<file path="src/upd_pkg.sv">
// Shared types and character constants for the URL percent decoder.
package upd_pkg;

  localparam logic [7:0] CH_PLUS    = 8'h2B;
  localparam logic [7:0] CH_PERCENT = 8'h25;
  localparam logic [7:0] CH_SPACE   = 8'h20;

  localparam int QUEUE_DEPTH = 4;
  localparam int QPTR_W      = $clog2(QUEUE_DEPTH);
  localparam int QCNT_W      = $clog2(QUEUE_DEPTH + 1);

  // One decoded group: up to three output bytes produced by one input word.
  typedef struct packed {
    logic [1:0] cnt;
    logic [7:0] b0;
    logic [7:0] b1;
    logic [7:0] b2;
    logic       esc;
    logic       last;
  } upd_cmd_t;

endpackage

</file>
<file path="src/url_percent_decoder_top.sv">
// Top level of the streaming URL percent decoder.
//
// The input channel takes one encoded character per word (in_byte, with
// in_last marking the end of a string). The output channel delivers decoded
// characters, one per word, with out_last on the final character of a string
// and out_from_escape set when the byte came from a complete %XY escape.
// A plus becomes a space, and malformed escapes are passed through literally.
// Both channels use valid and stall; a word moves when valid is high and
// stall is low.
// The front end classifies each input word in the same cycle and pushes the
// one to three resulting characters, if any, as one group into a four-entry
// queue. The back end drains the queue through an output register, so a
// character passes through its queue entry and then that register.
// One input word is taken per cycle while each word yields at most one
// character and out_stall is low; a flushed escape's characters leave one by
// one, and the queue absorbs those bursts. in_stall rises only when the queue
// is full: when out_stall holds the output back or flushes pile up.
// Reset clears the escape state, empties the queue and drops the output word.
module url_percent_decoder_top import upd_pkg::*; (
  input  logic       clk,
  input  logic       rst_n,
  input  logic       in_valid,
  output logic       in_stall,
  input  logic [7:0] in_byte,
  input  logic       in_last,
  output logic       out_valid,
  input  logic       out_stall,
  output logic [7:0] out_byte,
  output logic       out_last,
  output logic       out_from_escape
);

  logic     accept;
  logic     push;
  upd_cmd_t push_cmd;
  logic     q_full;
  logic     q_valid;
  logic     q_pop;
  upd_cmd_t q_head;

  // Input words are taken whenever the queue has room for a group.
  assign in_stall = q_full;
  assign accept   = in_valid && !q_full;

  upd_front u_front (
    .clk     (clk),
    .rst_n   (rst_n),
    .accept  (accept),
    .in_byte (in_byte),
    .in_last (in_last),
    .push    (push),
    .cmd     (push_cmd)
  );

  upd_queue u_queue (
    .clk       (clk),
    .rst_n     (rst_n),
    .push      (push),
    .push_cmd  (push_cmd),
    .pop       (q_pop),
    .full      (q_full),
    .not_empty (q_valid),
    .head      (q_head)
  );

  upd_back u_back (
    .clk             (clk),
    .rst_n           (rst_n),
    .q_valid         (q_valid),
    .q_head          (q_head),
    .q_pop           (q_pop),
    .out_valid       (out_valid),
    .out_stall       (out_stall),
    .out_byte        (out_byte),
    .out_last        (out_last),
    .out_from_escape (out_from_escape)
  );

endmodule

</file>
<file path="src/upd_front.sv">
// Front end: tracks the escape state and turns each input word into a group.
module upd_front import upd_pkg::*; (
  input  logic       clk,
  input  logic       rst_n,
  input  logic       accept,
  input  logic [7:0] in_byte,
  input  logic       in_last,
  output logic       push,
  output upd_cmd_t   cmd
);

  typedef enum logic [1:0] {
    PH_IDLE   = 2'd0,
    PH_PCT    = 2'd1,
    PH_DIG_UP = 2'd2,
    PH_DIG_LO = 2'd3
  } phase_t;

  phase_t     phase_r, phase_nxt;
  logic [3:0] nib_r, nib_nxt;

  logic       is_hex;
  logic [3:0] hv;
  logic       idle_emit;
  logic [7:0] idle_char;
  phase_t     idle_next;
  logic [7:0] digit_char;

  always_comb begin
    is_hex = 1'b1;
    hv     = 4'd0;
    if (in_byte >= 8'h30 && in_byte <= 8'h39) begin
      hv = 4'(in_byte - 8'h30);
    end else if (in_byte >= 8'h41 && in_byte <= 8'h46) begin
      hv = 4'(in_byte - 8'h37);
    end else if (in_byte >= 8'h61 && in_byte <= 8'h66) begin
      hv = 4'(in_byte - 8'h57);
    end else begin
      is_hex = 1'b0;
    end
  end

  // How a byte is handled with no escape pending.
  always_comb begin
    idle_emit = !(in_byte == CH_PERCENT && !in_last);
    idle_char = (in_byte == CH_PLUS) ? CH_SPACE : in_byte;
    idle_next = (in_byte == CH_PERCENT && !in_last) ? PH_PCT : PH_IDLE;
  end

  // The held digit, restored in its original case.
  always_comb begin
    if (nib_r < 4'd10) begin
      digit_char = 8'h30 + {4'd0, nib_r};
    end else if (phase_r == PH_DIG_LO) begin
      digit_char = 8'h57 + {4'd0, nib_r};
    end else begin
      digit_char = 8'h37 + {4'd0, nib_r};
    end
  end

  always_comb begin
    cmd       = '0;
    cmd.last  = in_last;
    phase_nxt = PH_IDLE;
    nib_nxt   = nib_r;
    unique case (phase_r)
      PH_IDLE: begin
        cmd.cnt   = {1'b0, idle_emit};
        cmd.b0    = idle_char;
        phase_nxt = idle_next;
      end
      PH_PCT: begin
        if (is_hex) begin
          if (in_last) begin
            cmd.cnt = 2'd2;
            cmd.b0  = CH_PERCENT;
            cmd.b1  = in_byte;
          end else begin
            nib_nxt   = hv;
            phase_nxt = (in_byte >= 8'h61) ? PH_DIG_LO : PH_DIG_UP;
          end
        end else begin
          cmd.cnt   = 2'd1 + {1'b0, idle_emit};
          cmd.b0    = CH_PERCENT;
          cmd.b1    = idle_char;
          phase_nxt = idle_next;
        end
      end
      PH_DIG_UP, PH_DIG_LO: begin
        if (is_hex) begin
          cmd.cnt = 2'd1;
          cmd.b0  = {nib_r, hv};
          cmd.esc = 1'b1;
        end else begin
          cmd.cnt   = 2'd2 + {1'b0, idle_emit};
          cmd.b0    = CH_PERCENT;
          cmd.b1    = digit_char;
          cmd.b2    = idle_char;
          phase_nxt = idle_next;
        end
      end
      default: begin
        phase_nxt = PH_IDLE;
      end
    endcase
    if (in_last) begin
      phase_nxt = PH_IDLE;
    end
  end

  assign push = accept && (cmd.cnt != 2'd0);

  always_ff @(posedge clk) begin
    if (!rst_n) begin
      phase_r <= PH_IDLE;
      nib_r   <= 4'd0;
    end else if (accept) begin
      phase_r <= phase_nxt;
      nib_r   <= nib_nxt;
    end
  end

endmodule

</file>
<file path="src/upd_queue.sv">
// Small FIFO of decoded groups between the front and back ends.
module upd_queue import upd_pkg::*; (
  input  logic     clk,
  input  logic     rst_n,
  input  logic     push,
  input  upd_cmd_t push_cmd,
  input  logic     pop,
  output logic     full,
  output logic     not_empty,
  output upd_cmd_t head
);

  upd_cmd_t            mem [QUEUE_DEPTH];
  logic [QPTR_W-1:0]   wr_ptr_r;
  logic [QPTR_W-1:0]   rd_ptr_r;
  logic [QCNT_W-1:0]   count_r;

  assign full      = (count_r == QCNT_W'(QUEUE_DEPTH));
  assign not_empty = (count_r != '0);
  assign head      = mem[rd_ptr_r];

  always_ff @(posedge clk) begin
    if (push) begin
      mem[wr_ptr_r] <= push_cmd;
    end
  end

  always_ff @(posedge clk) begin
    if (!rst_n) begin
      wr_ptr_r <= '0;
      rd_ptr_r <= '0;
      count_r  <= '0;
    end else begin
      if (push) begin
        wr_ptr_r <= wr_ptr_r + QPTR_W'(1);
      end
      if (pop) begin
        rd_ptr_r <= rd_ptr_r + QPTR_W'(1);
      end
      case ({push, pop})
        2'b10:   count_r <= count_r + QCNT_W'(1);
        2'b01:   count_r <= count_r - QCNT_W'(1);
        default: count_r <= count_r;
      endcase
    end
  end

endmodule

</file>
<file path="src/upd_back.sv">
// Back end: walks each group and emits its bytes one word per cycle while out_stall is low.
module upd_back import upd_pkg::*; (
  input  logic       clk,
  input  logic       rst_n,
  input  logic       q_valid,
  input  upd_cmd_t   q_head,
  output logic       q_pop,
  output logic       out_valid,
  input  logic       out_stall,
  output logic [7:0] out_byte,
  output logic       out_last,
  output logic       out_from_escape
);

  logic [1:0] idx_r;
  logic       valid_r;
  logic [7:0] byte_r;
  logic       last_r;
  logic       esc_r;

  logic       load;
  logic       at_end;
  logic [7:0] sel_byte;

  assign load   = q_valid && (!valid_r || !out_stall);
  assign at_end = (idx_r == (q_head.cnt - 2'd1));
  assign q_pop  = load && at_end;

  always_comb begin
    case (idx_r)
      2'd0:    sel_byte = q_head.b0;
      2'd1:    sel_byte = q_head.b1;
      default: sel_byte = q_head.b2;
    endcase
  end

  always_ff @(posedge clk) begin
    if (load) begin
      byte_r <= sel_byte;
      last_r <= q_head.last && at_end;
      esc_r  <= q_head.esc && (idx_r == 2'd0);
    end
  end

  always_ff @(posedge clk) begin
    if (!rst_n) begin
      idx_r   <= 2'd0;
      valid_r <= 1'b0;
    end else begin
      if (load) begin
        idx_r   <= at_end ? 2'd0 : idx_r + 2'd1;
        valid_r <= 1'b1;
      end else if (!out_stall) begin
        valid_r <= 1'b0;
      end
    end
  end

  assign out_valid       = valid_r;
  assign out_byte        = byte_r;
  assign out_last        = last_r;
  assign out_from_escape = esc_r;

endmodule

</file>
<file path="config.mk">
export PLATFORM = sky130hd
export DESIGN_NAME = url_percent_decoder_top
export DESIGN_NICKNAME = d
export VERILOG_FILES = /design/src/upd_pkg.sv /design/src/url_percent_decoder_top.sv /design/src/upd_front.sv /design/src/upd_queue.sv /design/src/upd_back.sv
export SDC_FILE = /design/constraint.sdc
export NUM_CORES = 1
export LEC_CHECK = 0
export ABC_CLOCK_PERIOD_IN_PS = 3500
export BUFFER_PORTS_ARGS = -buffer_cell sky130_fd_sc_hd__buf_4
export CORE_MARGIN = 5
export CORE_UTILIZATION = 45
export CTS_CLUSTER_DIAMETER = 200
export CTS_CLUSTER_SIZE = 40
export DETAILED_ROUTE_END_ITERATION = 6
export PLACE_DENSITY = 0.64
export SLEW_MARGIN = 0
export SYNTH_ARGS = -nofsm -noshare
export SYNTH_HDL_FRONTEND = slang
export SYNTH_HIERARCHICAL = 1
export SYNTH_SLANG_ARGS = --single-unit
</file>
<file path="constraint.sdc">
create_clock -name clk -period 3.5 [get_ports clk]
set_clock_uncertainty 0.05 [all_clocks]
set_input_delay 0.175 -clock clk [delete_from_list [all_inputs] [get_ports clk]]
set_output_delay 0.175 -clock clk [all_outputs]
set_load 0.005 [all_outputs]
</file>
## Word-level counts from Yosys, hierarchy flattened

Memory sizes are Yosys's and may differ from the RTL's. A register that Yosys moved wholly into a read port is not among the register bits.
Index checks and enable logic that the tools add are counted.

| operators by class | value |
|---|---|
| add/sub/neg operators | 14 |
| multipliers | 0 |
| div/mod/pow operators | 0 |
| $lt $le $gt $ge | 7 |
| equality and inequality tests | 11 |
| shift operators | 0 |
| multiplexer cells | 32 |
| bitwise gates (word level) | 1 |
| reduce and logical (&&, ||, !) cells | 23 |

Operators by type and width:

| kind | number |
|---|---|
| 18-bit two-way mux | 2 |
| 8-bit one-hot mux with 2 select lines | 2 |
| 10-bit one-hot mux with 3 select lines | 1 |
| 8-bit two-way mux | 3 |
| 8-bit by 6-bit equality test with 1-bit output (second input constant) | 2 |
| 8-bit by 7-bit greater-or-equal comparator with 1-bit output (second input constant) | 2 |
| 8-bit by 7-bit less-or-equal comparator with 1-bit output (second input constant) | 2 |
| 16-bit two-way mux | 1 |
| 6-bit by 4-bit adder with 7-bit output (first input constant) | 2 |
| 2-bit two-way mux | 6 |
| 4-bit two-way mux | 3 |
| 1-bit logical AND | 10 |
| 1-bit two-way mux | 10 |
| 10-bit two-way mux | 1 |
| 9-bit two-way mux | 1 |
| 7-bit by 4-bit adder with 8-bit output (first input constant) | 1 |
| 8-bit by 6-bit greater-or-equal comparator with 1-bit output (second input constant) | 1 |
| 8-bit by 6-bit less-or-equal comparator with 1-bit output (second input constant) | 1 |
| 4-bit by 3-bit subtractor with 4-bit output (second input constant) | 2 |
| 2-bit by 1-bit adder with 2-bit output (second input constant) | 3 |
| 2-bit by 1-bit equality test with 1-bit output (second input constant) | 3 |
| 2-bit equality test (second input constant) | 3 |
| 2-bit one-hot mux with 3 select lines | 1 |
| 3-bit one-hot mux with 2 select lines | 1 |
| 18 further kinds | 24 |

| storage, ports and cells | value |
|---|---|
| register bits | 26 |
| latch bits | 0 |
| bits in writable memories | 112 |
| ROM bits | 0 |
| input bits | 13 |
| output and inout port bits | 12 |
| logic and storage cells | 99 |
| memories | 1 |

Memories:

| memory | depth | width | rd ports | clocked after Yosys merged registers in | wr ports | line | source |
|---|---|---|---|---|---|---|---|
| u_queue.mem | 4 | 28 | 1 | 1 | 1 | upd_queue.sv:13 | `upd_cmd_t mem [QUEUE_DEPTH];` |

## Logic depth before layout (Yosys ltp)

Gate-level depths: netlist of the first run.

| depth | value |
|---|---|
| word-level depth | 11 |
| gate-level depth with buffers | 14 |
| gate-level depth less buffers | 13 |

## Modules after synthesis

Netlist of the first run, hierarchy kept.

Modules (own cells, without submodules):

| module | instances | cells each | area each (um^2) | seq. area each (um^2) |
|---|---|---|---|---|
| upd_queue | 1 | 188 | 4,533.1 | 3,543.4 |
| upd_front | 1 | 148 | 1,007.2 | 120.1 |
| upd_back | 1 | 60 | 636.9 | 360.3 |
| url_percent_decoder_top | 1 | 1 | 13.8 | 0.0 |

## Worst setup path after synthesis of the first run

Ideal clock, no wire load.

| timing | value |
|---|---|
| kind | input to register |
| start | input in_byte[1] |
| end | register u_queue.count_r[2] |
| setup time | 0.076 ns |
| arrival time | 3.013 ns |
| required time | 3.374 ns |
| path slack | 0.361 ns |
| stages on the path | 14 |
| cells stage by stage | inv_1 > ha_1 > or4b_1 > o311a_2 > a21oi_4 > buf_6 > nor2_1 > a21oi_1 > inv_1 > ha_1 > fa_1 > xnor2_1 > or3_1 > a21boi_0 |

| on the way | value |
|---|---|
| cells in the longest elaborated chain, start to end | 11 |
| elaborated cells between the ends (all ways) | 26 |
| those cells by class | 2 x add/sub; 6 x order compare; 3 x eq/ne; 7 x mux; 8 x reduce/logical |

Ends and longest elaborated chain:

| what | line | source |
|---|---|---|
| start: declaration | url_percent_decoder_top.sv:24 | `input logic [7:0] in_byte,` |
| 8-bit by 7-bit greater-or-equal comparator with 1-bit output or 8-bit by 7-bit less-or-equal comparator with 1-bit output (tied branches) | upd_front.sv:36 | `end else if (in_byte >= 8'h61 && in_byte <= 8'h66) begin` |
| 1-bit logical AND | upd_front.sv:36 |  |
| 1-bit two-way mux | upd_front.sv:36 |  |
| 1-bit two-way mux | upd_front.sv:34 | `end else if (in_byte >= 8'h41 && in_byte <= 8'h46) begin` |
| 1-bit two-way mux | upd_front.sv:32 | `if (in_byte >= 8'h30 && in_byte <= 8'h39) begin` |
| 10-bit two-way mux or 18-bit two-way mux (tied branches) | upd_front.sv:90, upd_front.sv:73 |  |
| 10-bit one-hot mux with 3 select lines * | upd_front.sv:66 | `unique case (phase_r)` |
| 2-bit nonzero test * | upd_front.sv:111 | `assign push = accept && (cmd.cnt != 2'd0);` |
| 1-bit logical AND * | upd_front.sv:111 |  |
| net push | url_percent_decoder_top.sv:34 | `logic push;` |
| 2-bit by 1-bit equality test with 1-bit output or 2-bit equality test (tied branches) | upd_queue.sv:40 | `case ({push, pop})` |
| 3-bit one-hot mux with 2 select lines or 2-bit nonzero test (tied branches) | - |  |
| end signal: assignment | upd_queue.sv:41 | `2'b10: count_r <= count_r + QCNT_W'(1);` |
| end signal: assignment | upd_queue.sv:42 | `2'b01: count_r <= count_r - QCNT_W'(1);` |
| end signal: assignment | upd_queue.sv:43 | `default: count_r <= count_r;` |
| end: declaration | upd_queue.sv:16 | `logic [QCNT_W-1:0] count_r;` |

Mark *: on every way through the listed nets, which the timed path passes. The rest lies on a longest branch.
A chain may end at the register's enable or synchronous reset.

==> results of run 1 <==
==> metal layers <==
layer	wire (µm)	global-route usage	share of wire
met1	5090	0.209	0.44
met2	5540	0.243	0.48
met3	755	0.0351	0.065
met4	204	0.0625	0.018
met5	0	0	0
==> cells in the mapped netlist, types with 7 or more instances <==
cell      count  area share
edfxtp_1    122        0.59
nand2_1      26       0.016
mux4_2       20       0.073
dfxtp_1      18       0.058
nor2_1       18       0.011
and2_1       16       0.016
inv_1        16      0.0097
o21ai_0      14       0.011
a21oi_1      13       0.011
ha_1         11       0.022
a22oi_1      10       0.012
nor2b_1       9      0.0091
buf_2         8      0.0065
mux4_1        8       0.034
nand3_1       7      0.0057
==> what timing repair did <==
action | 4_1_cts | 5_1_grt
setup buffers | 0 | 0
hold buffers | 2 | 0
endpoints found under the hold margin | 5 | 0
==> cell type report <==
type | count | area [µm²]
Sequential cell | 140 | 4030
Multi-Input combinational cell | 224 | 1970
Clock buffer | 18 | 429
Fill cell | 1108 | 6190
Inverter | 16 | 60.1
Clock inverter | 14 | 176
Timing Repair Buffer | 35 | 268
Tap cell | 176 | 220
==> registers in the layout (all words and copies together) (netlist names), 2 cells and up, named ones only <==
| register | flops |
|---|---|
| u_back/idx_r | 2 |
| u_queue/rd_ptr_r | 2 |
| u_back/out_byte | 8 |
| u_queue/mem | 112 |
| u_queue/wr_ptr_r | 2 |
| u_front/phase_r | 2 |
| u_front/nib_r | 4 |
| u_queue/count_r | 3 |
==> power groups by stage <==
stage	sequential [mW]	combinational (mW)	clock, mW
finish	2.20	1.08	1.81
global route	2.23	1.19	1.93
CTS	2.21	1.10	1.84
detailed placement	2.24	1.09	0
global placement	2.23	1.08	0
floorplan	2.22	0.792	0
==> metrics by stage <==
stage / std cells / cell area, µm² / setup slack, ns
3_3_place_gp: 589 / 6530 / 0.474
2_1_floorplan: 397 / 6190 / 0.361
4_1_cts: 623 / 7150 / 0.659
3_5_place_dp: 589 / 6530 / 0.396
5_1_grt: 623 / 7150 / 0.485
6_report: 623 / 7150 / 0.677
==> worst max-delay path, stage by stage (launching register included) <==
cell      delay, ns
dfxtp_2        0.36
mux4_1         0.58
xnor2_1        0.19
mux2i_1        0.14
and2_1         0.24
ha_1           0.23
fa_1           0.38
xnor2_1        0.14
or3_1          0.29
a21boi_0       0.16
==> worst paths after layout <==
check / from / cells after the start / to / slack [ns]
setup / recovery: flop / 9 / u_queue/count_r[2] / 0.68
setup reg to reg: flop / 9 / u_queue/count_r[2] / 0.68
hold reg to reg: u_front/nib_r[0] / 2 / u_front/nib_r[0] / 0.44
hold / removal: rst_n / 2 / u_queue/count_r[0] / 0.04
==> kinds of logic (layout without fill, tap and decap cells) <==
kind of cell	after synthesis	in the layout	share of synthesized area
fa+ha+maj	12	12	0.0255
xor+xnor	8	8	0.0113
compound gates	70	70	0.0796
buf+inv	33	83	0.0311
mux	33	33	0.115
flops	140	140	0.650
simple gates	101	101	0.0875
==> flow_metrics.py, run 1 <==
metrics = {
    "outcome": {
        "status": "finished clean",
    },
    "finish": {
        "utilization": 0.536,
        "antenna_cells": 0,
        "syn2layout_area_growth_pct": 15.5,
        "layout-drive-gt1-share": 0.215,
        "finalNetCount": 459,
        "final_common_cell": "edfxtp_1",
        "mostFrequentLayoutCells": "edfxtp_1, buf_4, nand2_1, mux4_2, nor2_1",
    },
    "critical_path": {
        "crit_path_start_kind": "flop",
        "cp.arrival_ns": 3.11,
        "cp_max_fo": 4,
        "critical_path_class": "reg -> reg",
        "worstPathRequired_ns": 3.79,
        "crit_path_end_kind": "flop",
    },
    "floorplanning": {
        "die_x_um": 127,
        "ios": 25,
        "die_h_um": 127,
        "initial_core_util": 0.464,
        "design.core.area_mm2": 0.0133,
        "rows": 42,
        "dieArea_mm2": 0.0162,
    },
    "pwr": {
        "ir_drop_v": 0.000422,
        "p_seq_frac": 0.433,
        "swShare": 0.251,
        "p_total_mw": 5.09,
        "p_clk_frac": 0.355,
        "p_per_area_mw_per_mm2": 711,
        "p_int_mw": 3.81,
        "p_leak_nw": 2.50,
        "combPwrFrac": 0.212,
        "p_sw_mw": 1.28,
    },
    "yosys": {
        "ys_warn_count": 6,
        "synth.distinct_cells": 57,
        "synthesis.area_mm2": 0.00619,
        "synth-seq-cells": 140,
        "synth_edf_count": 122,
        "ys_seq_area_frac": 0.650,
        "syn_avg_cell_area_um2": 15.6,
        "syn_inst": 397,
        "synth_ff_type": "edfxtp_1",
        "syn-num-nets": 422,
        "postSynth.asyncResetShare": 0,
    },
    "grt": {
        "grt_usage": 0.154,
        "grt_pass1_vias": 3488,
        "grt_pass1_wl_mm": 18.9,
        "grt_max_degree": 29,
        "antenna_found_initial": 0,
        "gr-total-overflow": 0,
    },
    "drt": {
        "routedWlPerCell_um": 18.6,
        "final_antenna_net_count": 0,
        "drtIter0Drc": 287,
        "via_per_inst": 5.61,
        "routed_wl_mm": 11.6,
        "num_vias": 3495,
        "route.detailed.drc": 0,
        "dr.pass1.iters": 4,
    },
    "timing": {
        "hold_viol_final": 0,
        "finalCriticalPeriod_ns": 2.82,
        "tns_ns": 0,
        "final-setup-viol-count": 0,
        "worst_pin_slew_ns": 0.802,
        "hold_slack_ns": 0.0448,
        "fmax_mhz": 354,
        "fin_crit_sh": 0.806,
        "relSlewSlack": 0.462,
        "rsz0062_at_grt": "no",
        "drv_slew": 0,
    },
    "clock_network": {
        "cts_inserted_buffers": 17,
        "cts_resized": 0,
        "clkSinkCount": 140,
        "clk_latency_ns": 0.41,
        "root_buffer": "clkbuf_16",
        "clk_pin_slew_worst_paths_ns": 0.06,
        "tritoncts": "built",
        "htree_levels": 4,
        "clockBufferDepth": 2,
    },
    "job": {
        "max-cap-violations": 0,
    },
    "place": {
        "portBuffers": 24,
        "dp_hpwl_mm": 7.42,
        "gp_congestion": 0.843,
    },
    "worst_hold_path": {
        "hold_path.class": "in -> reg",
    },
}
Power figures use the tool's default switching activity.
==> inputs of run 2 (changes only) <==
--- a/config.mk
+++ b/config.mk
@@ -5,7 +5,7 @@
 export SDC_FILE = /design/constraint.sdc
 export NUM_CORES = 1
 export LEC_CHECK = 0
-export ABC_CLOCK_PERIOD_IN_PS = 3500
+export ABC_CLOCK_PERIOD_IN_PS = 2780
 export BUFFER_PORTS_ARGS = -buffer_cell sky130_fd_sc_hd__buf_4
 export CORE_MARGIN = 5
 export CORE_UTILIZATION = 45
==> constraint.sdc (replaced) <==
create_clock -name clk -period 2.78 [get_ports clk]
set_clock_uncertainty 0.05 [all_clocks]
set_input_delay 0.139 -clock clk [delete_from_list [all_inputs] [get_ports clk]]
set_output_delay 0.139 -clock clk [all_outputs]
set_load 0.005 [all_outputs]
==> flow_metrics.py, run 2 (same netlist as run 1, synthesis figures left out) <==
metrics = {
    "drt": {
        "num_vias": 3577,
        "routed_wl_mm": 12.1,
        "route.detailed.drc": 0,
        "routedWlPerCell_um": 18.9,
        "dr.pass1.iters": 5,
        "final_antenna_net_count": 0,
        "drtIter0Drc": 275,
        "via_per_inst": 5.61,
    },
    "critical_path": {
        "worstPathRequired_ns": 3.07,
        "cp_common_cell": "xnor2_1",
        "crit_buf_inv": 0,
        "slowest_stage": "mux4_2",
        "critical_path_class": "reg -> reg",
        "critical-path-top-delay-family": "multiplexers",
        "cp_max_fo": 3,
        "crit_chain": "mux4_2, xnor2_1, mux2i_1, and2_4, ha_2, fa_2, xnor2_1, or3_1, a21boi_1",
        "cp.arrival_ns": 2.90,
        "crit_path_start_kind": "flop",
        "crit_path_end_kind": "flop",
        "slowest_delay_ns": 0.51,
    },
    "clock_network": {
        "clockBufferDepth": 2,
        "clk_pin_slew_worst_paths_ns": 0.06,
        "tritoncts": "built",
        "clk_latency_ns": 0.41,
        "root_buffer": "clkbuf_16",
        "cts_inserted_buffers": 17,
        "clkSinkCount": 140,
        "htree_levels": 4,
        "cts_setup_buffers": 0,
    },
    "timing": {
        "fmax_mhz": 383,
        "hold_viol_final": 0,
        "relSlewSlack": 0.586,
        "rsz0062_at_grt": "no",
        "final-setup-viol-count": 0,
        "fin_crit_sh": 0.939,
        "fin_ws_ns": 0.170,
        "worst_pin_slew_ns": 0.615,
        "finalCriticalPeriod_ns": 2.61,
        "drv_slew": 0,
    },
    "finish": {
        "syn2layout_area_growth_pct": 18.7,
        "antenna_cells": 0,
        "layout-drive-gt1-share": 0.253,
        "largest_register_ffs": 112,
        "nFillCells": 1087,
        "finalNetCount": 475,
        "mostFrequentLayoutCells": "edfxtp_1, buf_4, nand2_1, mux4_2",
        "stdcell_count": 638,
        "final_common_cell": "edfxtp_1",
        "top_register": "u_queue/mem",
    },
    "place": {
        "place_inst": 605,
        "dp_hpwl_mm": 7.63,
        "portBuffers": 24,
        "gp_congestion": 0.819,
        "post-place-ws_ns": -0.0482,
    },
    "pwr": {
        "p_leak_nw": 2.59,
        "p_per_area_mw_per_mm2": 875,
        "ir_drop_v": 0.000377,
    },
    "grt": {
        "grt_pass1_wl_mm": 19.7,
        "gr-total-overflow": 0,
        "grt_pass1_vias": 3663,
        "antenna_found_initial": 0,
        "grt_usage": 0.161,
        "grt_max_degree": 29,
    },
    "floorplanning": {
        "dieArea_mm2": 0.0162,
        "die_x_um": 127,
        "design.core.area_mm2": 0.0133,
        "rows": 42,
        "ios": 25,
        "initial_core_util": 0.464,
        "die_h_um": 127,
    },
    "worst_hold_path": {
        "hold_path.class": "in -> reg",
        "hold_start": "rst_n",
    },
    "job": {
        "max-cap-violations": 0,
    },
    "outcome": {
        "status": "finished clean",
    },
}
## run 2: cell type report
type,count,area (µm²),area share
clock buffer,21,440,0.0600
clock inverter,10,124,0.0169
inverter,16,72.6,0.00988
multi-input combinational,224,2030,0.276
sequential,140,4030,0.548
tap,176,220,0.0300
timing repair buffer,51,438,0.0596
## run 2: power breakdown
| group | total, mW | internal (mW) | leakage [nW] | switching (mW) |
|---|---|---|---|---|
| sequential | 2.77 | 2.67 | 1.31 | 0.103 |
| clock | 2.17 | 1.39 | 0.275 | 0.785 |
| combinational | 1.49 | 0.735 | 0.998 | 0.751 |
| total | 6.43 | 4.79 | 2.59 | 1.64 |
## run 2: metrics by stage
step	utilization	hold slack [ns]	instance area, µm²	total power, mW	TNS [ns]
global route	0.550	0.0303	7350	6.75	0
CTS	0.550	0.00647	7350	6.50	0
global placement	0.507	0.358	6760	4.27	-0.0169
detailed placement	0.507	0.376	6760	4.32	-0.0482
finish	0.550	0.0192	7350	6.43	0
floorplan	-	0.211	6260	3.81	-0.0594
## run 2: path summary, 6_finish.rpt
kind / endpoint / cells past startpoint / slack [ns]
worst max register to register: u_queue/count_r[2] / 9 / 0.17
worst min register to register: u_front/nib_r[0] / 2 / 0.44
worst max-delay path: u_queue/count_r[2] / 9 / 0.17
worst min-delay path: u_queue/wr_ptr_r[0] / 2 / 0.02
## run 2: worst reg2reg max path: cells and delay by family (launching register included)
family,cells,cell delay (ns)
AOI/OAI and AO/OA,1,0.11
xor gates and xnor gates,2,0.33
adders and majority gates,2,0.54
DFF,1,0.36
muxes,2,0.62
and+or+nand+nor,2,0.53
## run 2: routing by layer
metal  GRT usage  wire length (µm)
met5           0                 0
met4      0.0732               305
met3      0.0409               705
met2       0.250              5680
met1       0.214              5370
## run 2: timing repair
item	in CTS	in global routing
resized for setup	0	2
hold buffers	2	0
hold endpoints to repair	5	0
endpoints found under the setup margin	0	1
==> inputs of run 3 (changes only) <==
--- a/config.mk
+++ b/config.mk
@@ -8,11 +8,10 @@
 export ABC_CLOCK_PERIOD_IN_PS = 2780
 export BUFFER_PORTS_ARGS = -buffer_cell sky130_fd_sc_hd__buf_4
 export CORE_MARGIN = 5
-export CORE_UTILIZATION = 45
+export CORE_UTILIZATION = 61
 export CTS_CLUSTER_DIAMETER = 200
-export CTS_CLUSTER_SIZE = 40
 export DETAILED_ROUTE_END_ITERATION = 6
-export PLACE_DENSITY = 0.64
+export PLACE_DENSITY = 0.82
 export SLEW_MARGIN = 0
 export SYNTH_ARGS = -nofsm -noshare
 export SYNTH_HDL_FRONTEND = slang
==> flow_metrics.py, run 3 (same netlist as run 1, synthesis figures left out) <==
metrics = {
    "outcome": {
        "status": "finished clean",
    },
    "timing": {
        "hold_viol_final": 0,
        "final-setup-viol-count": 0,
        "fin_crit_sh": 0.948,
        "worst_pin_slew_ns": 0.624,
        "hold_slack_ns": 0.0581,
        "finalCriticalPeriod_ns": 2.64,
        "tns_ns": 0,
        "relSlewSlack": 0.582,
        "fmax_mhz": 379,
        "rsz0062_at_grt": "no",
        "fin_ws_ns": 0.144,
        "drv_slew": 0,
    },
    "floorplanning": {
        "rows": 36,
        "initial_core_util": 0.630,
        "dieArea_mm2": 0.0123,
        "design.core.area_mm2": 0.00982,
        "die_x_um": 111,
        "die_h_um": 111,
        "ios": 25,
    },
    "clock_network": {
        "cts_inserted_buffers": 17,
        "tritoncts": "built",
        "clockBufferDepth": 2,
        "clkSinkCount": 140,
        "root_buffer": "clkbuf_8",
        "clk_latency_ns": 0.52,
        "clk_pin_slew_worst_paths_ns": 0.06,
        "htree_levels": 4,
    },
    "worst_hold_path": {
        "holdPathStages": 4,
        "min_to": "u_front/nib_r[0]",
        "hold_path.class": "in -> reg",
        "hold_start": "in_byte[0]",
    },
    "finish": {
        "multi_input_area_mm2": 0.00203,
        "finalNetCount": 476,
        "largest_register_ffs": 112,
        "mostFrequentLayoutCells": "edfxtp_1, buf_4, nand2_1, mux4_2",
        "antenna_cells": 0,
        "syn2layout_area_growth_pct": 18.7,
        "top_register": "u_queue/mem",
        "ff_latch_area_mm2": 0.00403,
        "final_common_cell": "edfxtp_1",
        "nFillCells": 590,
        "layout-drive-gt1-share": 0.259,
    },
    "drt": {
        "route.detailed.drc": 0,
        "final_antenna_net_count": 0,
        "routedWlPerCell_um": 21.9,
        "via_per_inst": 6.26,
        "num_vias": 3735,
        "drtIter0Drc": 423,
        "routed_wl_mm": 13.1,
        "dr.pass1.iters": 5,
    },
    "place": {
        "portBuffers": 24,
        "gp_congestion": 0.901,
        "post-place-ws_ns": -0.107,
        "dp_hpwl_mm": 7.91,
    },
    "grt": {
        "antenna_found_initial": 0,
        "grt_max_degree": 29,
        "gr-total-overflow": 0,
        "grt_usage": 0.223,
        "grt_pass1_wl_mm": 20.7,
        "grt_pass1_vias": 3761,
    },
    "pwr": {
        "swShare": 0.262,
        "ir_drop_v": 0.000587,
        "p_int_mw": 4.86,
        "p_seq_frac": 0.423,
        "p_leak_nw": 2.60,
        "p_per_area_mw_per_mm2": 897,
        "p_clk_frac": 0.342,
        "combPwrFrac": 0.235,
        "p_sw_mw": 1.72,
        "p_total_mw": 6.59,
    },
    "critical_path": {
        "worst_r2r_path_depth": 9,
        "crit_path_end_kind": "flop",
        "cp_max_fo": 3,
        "critical_path_class": "reg -> reg",
        "worstPathRequired_ns": 3.18,
        "cp.arrival_ns": 3.04,
        "crit_path_start_kind": "flop",
        "rr_endpoint": "u_queue/count_r[2]",
        "reg2reg_slack_ns": 0.14,
    },
    "job": {
        "max-cap-violations": 0,
    },
}
## run 3: cell types whose count changed in the layout (fill, tap and decap cells not counted), moves of 2 or more
cell / delta
clkbuf_1: -3
clkinvlp_4: +3
dlygate4sd3_1: +3
buf_4: -2
## run 3: per-stage QoR
step / std cells / cell area (µm²) / utilization
global route: 597 / 7350 / 0.748
finish: 597 / 7350 / 0.748
global placement: 559 / 6690 / 0.681
CTS: 596 / 7330 / 0.747
floorplan: 397 / 6260 / -
detailed placement: 559 / 6690 / 0.681
## run 3: worst max-delay path, stage by stage (launching register included)
cell      delay, ns
dfxtp_4        0.36
mux4_2         0.53
xnor2_2        0.16
mux2i_1        0.14
and2_4         0.19
ha_2           0.19
fa_2           0.35
xnor2_1        0.14
or3_1          0.32
a21boi_1       0.15
## run 3: layout make-up
type	count	area share
timing repair buffer	52	0.0616
multi-input combinational	224	0.277
inverter	16	0.00988
clock inverter	14	0.0240
clock buffer	18	0.0569
sequential	140	0.548
tap	133	0.0226
## run 3: worst max-delay path by stage
stage | slack, ns | endpoint | from
after global routing | 0.004 | u_queue/count_r[2] | u_queue/mem[3][27]
after floorplan | -0.06 | u_queue/count_r[2] | in_byte[1]
final | 0.14 | u_queue/count_r[2] | flop
after CTS | 0.05 | u_queue/count_r[2] | flop
after global placement | -0.01 | u_queue/count_r[2] | in_byte[1]
after detailed placement | -0.11 | u_queue/count_r[2] | in_byte[1]
## run 3: repair_timing
action / CTS / global route
hold endpoints to repair: 22 / 0
setup buffers: 0 / 1
hold buffers: 5 / 0
gates resized for setup: 2 / 3
pin swaps: 0 / 2
setup endpoints to repair: 1 / 1
## run 3: power by group through the flow
stage / clock network [mW] / registers (mW) / logic, mW
CTS: 2.29 / 2.79 / 1.54
floorplan: 0 / 2.80 / 1.01
global route: 2.39 / 2.81 / 1.68
detailed placement: 0 / 2.82 / 1.49
finish: 2.25 / 2.79 / 1.55
global placement: 0 / 2.80 / 1.43
## run 3: routing by layer
metal  track usage  share of wire
met1         0.283           0.38
met2         0.371           0.51
met3        0.0540          0.079
met4        0.0911          0.032
met5             0              0
